[src/rtl/core/sorted_multi_timer_bank_assert.svh]
// Assertion macros for the sorted timer bank.
// Used by the top level; relies on clk and rst_n in the including scope.
`ifndef SORTED_MULTI_TIMER_BANK_ASSERT_SVH
`define SORTED_MULTI_TIMER_BANK_ASSERT_SVH

// checked outside reset only
`define SMTB_ASSERT(lbl, prop, msg) \
  lbl: assert property (@(posedge clk) disable iff (!rst_n) prop) else $error(msg);

// checked at every edge, reset included
`define SMTB_ASSERT_ALWAYS(lbl, prop, msg) \
  lbl: assert property (@(posedge clk) prop) else $error(msg);

`endif

[src/rtl/core/smtb_pkg.sv]
// Shared types and codes for the sorted timer bank.
// No dependencies; imported by smtb_cell and sorted_multi_timer_bank.
package smtb_pkg;

  localparam int unsigned MAX_RESULTS = 16;

  typedef enum logic [1:0] {
    CMD_TICK   = 2'd0,
    CMD_SET    = 2'd1,
    CMD_CANCEL = 2'd2,
    CMD_QUERY  = 2'd3
  } smtb_cmd_t;

  localparam logic [1:0] ST_OK          = 2'd0;
  localparam logic [1:0] ST_INVALID_ID  = 2'd1;
  localparam logic [1:0] ST_ALREADY_ARM = 2'd2;
  localparam logic [1:0] ST_NOT_ARMED   = 2'd3;

  localparam logic KIND_REPLY  = 1'b0;
  localparam logic KIND_EXPIRY = 1'b1;

  // one slot of the sorted expiry list
  typedef struct packed {
    logic        vld;
    logic [5:0]  id;
    logic [63:0] exp;
  } smtb_ent_t;

  // list operation broadcast to every cell
  typedef struct packed {
    logic        ins;
    logic        rem;
    logic        pop;
    logic [5:0]  id;
    logic [63:0] exp;
  } smtb_op_t;

endpackage

[src/rtl/core/smtb_cell.sv]
// One slot of the sorted expiry list: holds an entry, shifts with its neighbours.
// Depends on smtb_pkg.
module smtb_cell
  import smtb_pkg::*;
(
  input  logic      clk,
  input  logic      rst_n,
  input  smtb_op_t  op,
  input  smtb_ent_t prev_ent,
  input  smtb_ent_t next_ent,
  input  logic      prev_ge,   // predecessor is at or behind the insert point
  input  logic      after,     // removal match at or before this slot
  output smtb_ent_t ent,
  output logic      ge,
  output logic      match
);

  logic        vld_r, vld_nxt;
  logic [5:0]  id_r, id_nxt;
  logic [63:0] exp_r, exp_nxt;

  assign ent   = '{vld: vld_r, id: id_r, exp: exp_r};
  // ties: new entry goes ahead of equal expiries
  assign ge    = !vld_r || (op.exp <= exp_r);
  assign match = vld_r && (id_r == op.id);

  always_comb begin
    vld_nxt = vld_r;
    id_nxt  = id_r;
    exp_nxt = exp_r;
    if (op.ins) begin
      if (prev_ge) begin
        vld_nxt = prev_ent.vld;
        id_nxt  = prev_ent.id;
        exp_nxt = prev_ent.exp;
      end else if (ge) begin
        vld_nxt = 1'b1;
        id_nxt  = op.id;
        exp_nxt = op.exp;
      end
    end else if (op.pop || (op.rem && after)) begin
      vld_nxt = next_ent.vld;
      id_nxt  = next_ent.id;
      exp_nxt = next_ent.exp;
    end
  end

  always_ff @(posedge clk) begin
    if (!rst_n) begin
      vld_r <= 1'b0;
    end else begin
      vld_r <= vld_nxt;
    end
  end

  always_ff @(posedge clk) begin
    id_r  <= id_nxt;
    exp_r <= exp_nxt;
  end

endmodule

[config.mk]
export PLATFORM = sky130hd
export DESIGN_NAME = smtb_cell
export DESIGN_NICKNAME = d
export VERILOG_FILES = /design/src/rtl/core/sorted_multi_timer_bank_assert.svh /design/src/rtl/core/smtb_pkg.sv /design/src/rtl/core/smtb_cell.sv
export SDC_FILE = /design/constraint.sdc
export NUM_CORES = 1
export LEC_CHECK = 0
export ABC_AREA = 1
export BUFFER_PORTS_ARGS = -buffer_cell sky130_fd_sc_hd__buf_4
export CAP_MARGIN = 15
export CORE_MARGIN = 1.5
export CORE_UTILIZATION = 41
export CTS_CLUSTER_DIAMETER = 120
export DETAILED_ROUTE_END_ITERATION = 7
export GPL_TIMING_DRIVEN = 0
export PLACE_DENSITY = 0.77
export SLEW_MARGIN = 10
export SYNTH_ARGS = -nofsm -noshare
export SYNTH_HDL_FRONTEND = slang
export SYNTH_SLANG_ARGS = --single-unit
[constraint.sdc]
create_clock -name clk -period 3 [get_ports clk]
set_input_delay 0.15 -clock clk [delete_from_list [all_inputs] [get_ports clk]]
set_output_delay 0.15 -clock clk [all_outputs]
set_load 0.05 [all_outputs]
Word-level counts from Yosys, hierarchy flattened

Cells that the tools add are included.

Magnitude comparators: 1
Eq/ne operators: 2
Multiplexer cells: 12
Reduce and logical (&&, ||, !) cells: 7

Operators with widths:

| kind                                                                     | number |
|---|---|
| 64-bit 2-to-1 mux                                                        | 4 |
| 64-bit less-or-equal comparator                                          | 1 |
| 6-bit 2-to-1 mux                                                         | 4 |
| 6-bit == test                                                            | 1 |
| 1-bit 2-to-1 mux                                                         | 4 |
| 3-bit by 1-bit inequality test with 1-bit output (second input constant) | 1 |
| 1-bit logical AND                                                        | 2 |
| 1-bit logical OR                                                         | 2 |
| 2-bit AND reduction                                                      | 1 |
| 2-bit nonzero test                                                       | 1 |
| 1-bit zero test                                                          | 1 |

Bits in registers: 71
Output and inout port bits: 73

Longest topological paths before layout

Depth after elaboration: 5
Depth in mapped cells: 19

Least setup slack after synthesis

No wires, ideal clock.

Path type: flip-flop to flip-flop
Start: register exp_r[47]
End: register exp_r[0] (enable)
Setup time: 0.424 ns
Arrival: 3.176 ns
Data required time: 2.576 ns
Path slack: -0.600 ns
Cell stages (with the launch flop): 12
Cells stage by stage: edfxtp_1 -> inv_1 -> ha_1 -> nand4_1 -> nor3_2 -> nand2_1 -> nor2_1 -> nand2_1 -> o21a_1 -> nand3_2 -> nand2_1 -> inv_1

Longest elaborated chain between the ends: 4

RTL lines:

| what                                                              | line            | RTL |
|---|---|---|
| start, declared                                                   | smtb_cell.sv:20 | `logic [63:0] exp_r, exp_nxt;` |
| start signal, assigned                                            | smtb_cell.sv:58 | `exp_r <= exp_nxt;` |
| 64-bit less-or-equal comparator                                   | smtb_cell.sv:24 | `assign ge = !vld_r \|\| (op.exp <= exp_r);` |
| 1-bit logical OR                                                  | smtb_cell.sv:24 |  |
| 3-bit by 1-bit inequality test with 1-bit output (no source line) | n/a             |  |
| 2-bit AND reduction (no source line)                              | n/a             |  |

Every way passes these cells.
A chain may end at the register's enable or synchronous reset.

Worst setup path after layout

Start: register exp_r[62]
End: register exp_r[1] (enable)

The elaborated chain is that of the path after synthesis.

==> run_results.csv <==
group,metric,value,unit
global_routing,top_usage_layer,"met2",
critical_path,r2r_cells,11,
logic_synthesis,synth-seq-cells,71,
route,drt_iter0_markers,391,
sta,hold_viol_final,0,
power,netSwitchingPower,1.36,mW
route,viasPerCell,4.99,
logic_synthesis,ys_seq_area_share,39.6,%
status,status,"complete, no violations",
logic_synthesis,synth_area,5360,um2
cts,clock-sinks,71,
critical_path,required,2.95,ns
cts,cts_hold_buf,0,
global_routing,grt-ovfl-total,0,
logic_synthesis,syn_nets,972,
critical_path,worstReg2RegEnd,"exp_r[1]$_DFFE_PP_",
sta,setup_viol_count_final,0,
critical_path,critPathKind,"reg -> reg",
finish,final_common_cell,"buf_4",
cts,cts-root-buf,"clkbuf_16",
global_routing,first_global_vias,5572,
floorplanning,die_x,117,um
global_routing,grt_max_degree,37,
floorplanning,dieArea,13800,um2
logic_synthesis,syn_avg_cell_area,7.78,um2
finish,fill_cells,1159,
global_routing,gr-usage-met2,43.1,%
route,wl,17.8,mm
route,wl_per_cell,15.2,um
route,drtAntennaViolNets,0,
logic_synthesis,yosysWarnings,0,
cts,h-tree-depth,3,
floorplanning,rows,41,
logic_synthesis,yosysUniqueCellTypes,30,
cts,clk_latency,0.33,ns
power,p_comb_share,36.9,%
sta,fin_worst_skew,0.00716,ns
sta,worstMarginPinSlew,0.716,ns
route,post-route-drc-count,0,
critical_path,cp_max_fo,17,
finish,mostFrequentLayoutCells,"buf_4 (291), nand2_1 (211), nand3_1 (143), inv_1 (76), edfxtp_1 (70)",
cts,cts-buffers-inserted,9,
global_routing,grt_antenna_before_repair,0,
placed_design,portBuffers,289,
power,power_leakage,4.15,nW
floorplanning,io_pins,292,
finish,syn_to_final_growth,51.0,%
sta,finalCritPeriodShare,86.9,%
worst_hold_path,hold_class,"in -> reg",
logic_synthesis,synth_top_area_share,39.2,%
floorplanning,initial_core_util,42.3,%
finish,n_antenna_cell,0,
cts,cts_tree,"built",
floorplanning,die_h,117,um
sta,fmax,384,MHz
sta,fin_crit,2.61,ns
critical_path,start_kind,"flip-flop",
floorplanning,core-area,12700,um2
power,vdd_ir_drop_max,0.258,mV
critical_path,regToRegStartpoint,"exp_r[62]$_DFFE_PP_",
logic_synthesis,synth_area_leader_cell,"edfxtp_1",
power,internal-power,2.49,mW
global_routing,use_met1,31.9,%
sta,report.final.slew_viol_count,0,
critical_path,crit_start,"exp_r[62]$_DFFE_PP_",
sta,fin_setup_tns,0,ns
logic_synthesis,synthTopCellsByArea,"edfxtp_1 (39%), ha_1 (15%), nand2_1 (15%)",
sta,rsz0062_at_grt,"no",
cts,cts_buffer_depth,2,
cts,clk_pin_slew,0.06,ns
finish,drive_gt1_share,32.9,%
critical_path,arrival,2.56,ns
global_routing,met3_usage,5.11,%
power,share_clk_of_total_power,29.2,%
critical_path,worstSetupEndpoint,"exp_r[1]$_DFFE_PP_",
critical_path,rrSetupSlack,0.39,ns
worst_hold_path,whs_path_depth,3,
placed_design,dp_hpwl,14.3,mm
global_routing,grt_pass1_wl,28.1,mm
power,power.total,3.85,mW
power,p_seq_share,33.9,%
placed_design,place_congestion,0.889,
critical_path,cp-end-kind,"flip-flop",
route,vias,5838,
sta,slew_headroom,52.3,%
finish,nNetsFinal,1275,
power,power_density,475,nW/um2
flow_run,cap_violations,0,
route,firstDrtPassIters,5,
power,switching_share,35.3,%
logic_synthesis,synthCells,689,
global_routing,grt.total_usage,25.8,%
-- flip-flops by register name, summed over array words and instances (netlist names) --
signal,flops
exp_r,64
id_r,6
vld_r,1
-- per-stage QoR --
stage | std cells | utilization, % | hold slack [ns] | setup WS, ns | instance area (um2)
after detailed placement | 1151 | 61.4 | 0.378 | -0.227 | 7770
final | 1169 | 63.9 | 0.0420 | 0.393 | 8100
after global placement | 1150 | 61.2 | 0.370 | -0.784 | 7750
after global routing | 1169 | 63.9 | 0.0712 | 0.214 | 8100
after floorplan | 689 | - | 0.271 | -0.192 | 5370
after CTS | 1168 | 63.9 | 0.0341 | 0.100 | 8090
-- how the worst min path moves through the flow --
stage	start	endpoint	slack (ns)
after floorplan	rst_n	vld_r$_SDFFE_PN0P_	0.27
after global placement	rst_n	vld_r$_SDFFE_PN0P_	0.37
after detailed placement	rst_n	vld_r$_SDFFE_PN0P_	0.38
after CTS	rst_n	vld_r$_SDFFE_PN0P_	0.03
after global routing	rst_n	vld_r$_SDFFE_PN0P_	0.07
final	rst_n	vld_r$_SDFFE_PN0P_	0.04
-- logic make-up (layout without fill, tap and decap cells) --
| kind of cell | Yosys count | after routing | share of synthesized area, % |
|---|---|---|---|
| compound gates | 52 | 52 | 5.51 |
| xor+xnor | 2 | 2 | 0.327 |
| fa+ha+maj | 64 | 64 | 14.9 |
| buf+inv | 114 | 422 | 8.17 |
| flops | 71 | 71 | 39.6 |
| simple gates | 386 | 386 | 31.5 |
-- final cells by class --
class	instances	area (um2)	share of cell area, %
buffer	31	126	1.56
clock buffer	13	270	3.34
tap	172	215	2.66
timing repair inverter	1	7.51	0.0927
inverter	83	315	3.89
timing repair buffer	291	2200	27.1
multi-input combinational	504	2810	34.6
clock inverter	3	40.0	0.494
sequential	71	2120	26.2
-- layer usage --
metal / part of all wire, % / up-vias / wire length [um]
li1: - / 2930 / -
met1: 41 / 2595 / 7240
met2: 48 / 267 / 8590
met3: 7.1 / 46 / 1270
met4: 3.9 / 0 / 688
met5: 0 / - / 0
-- synthesized netlist by cell type --
| library cell | instances |
|---|---|
| a21o_1 | 1 |
| a21oi_1 | 32 |
| buf_2 | 5 |
| buf_4 | 1 |
| clkbuf_1 | 25 |
| clkinv_1 | 1 |
| dfxtp_1 | 1 |
| edfxtp_1 | 70 |
| ha_1 | 64 |
| inv_1 | 77 |
| inv_2 | 5 |
| nand2_1 | 212 |
| nand2_2 | 1 |
| nand3_1 | 143 |
| nand3_2 | 1 |
| nand4_1 | 5 |
| nor2_1 | 17 |
| nor2_2 | 2 |
| nor3_2 | 2 |
| nor4_1 | 1 |
| nor4_4 | 1 |
| o211ai_1 | 4 |
| o21a_1 | 6 |
| o21ai_0 | 3 |
| o21ai_1 | 2 |
| o21bai_1 | 2 |
| o22ai_1 | 2 |
| or2_2 | 1 |
| xnor2_1 | 1 |
| xor2_1 | 1 |
-- worst max-delay path: stages, from the launching register on --
cell and delay, ns:
edfxtp_1 0.40, inv_1 0.06, ha_1 0.28, nand4_1 0.14, nor3_2 0.23, nand3_1 0.17, nor2_1 0.17, nand2_1 0.07
nand2_1 0.09, nand3_2 0.10, nand2_2 0.15, clkinvlp_4 0.39
-- power groups by stage --
stage,sequential [mW],clock (mW),combinational (mW)
2_1_floorplan,1.70,0,0.465
3_3_place_gp,1.32,0,1.39
3_5_place_dp,1.32,0,1.42
4_1_cts,1.30,1.13,1.42
5_1_grt,1.32,1.17,1.54
6_report,1.30,1.12,1.42
-- repair_timing --
item,in CTS,in global routing
gates cloned,1,0
pin swaps,0,0
gates resized for setup,1,0
endpoints found under the setup margin,70,36
buffers inserted,0,1
Note: power is estimated with default switching activity, not from simulation.
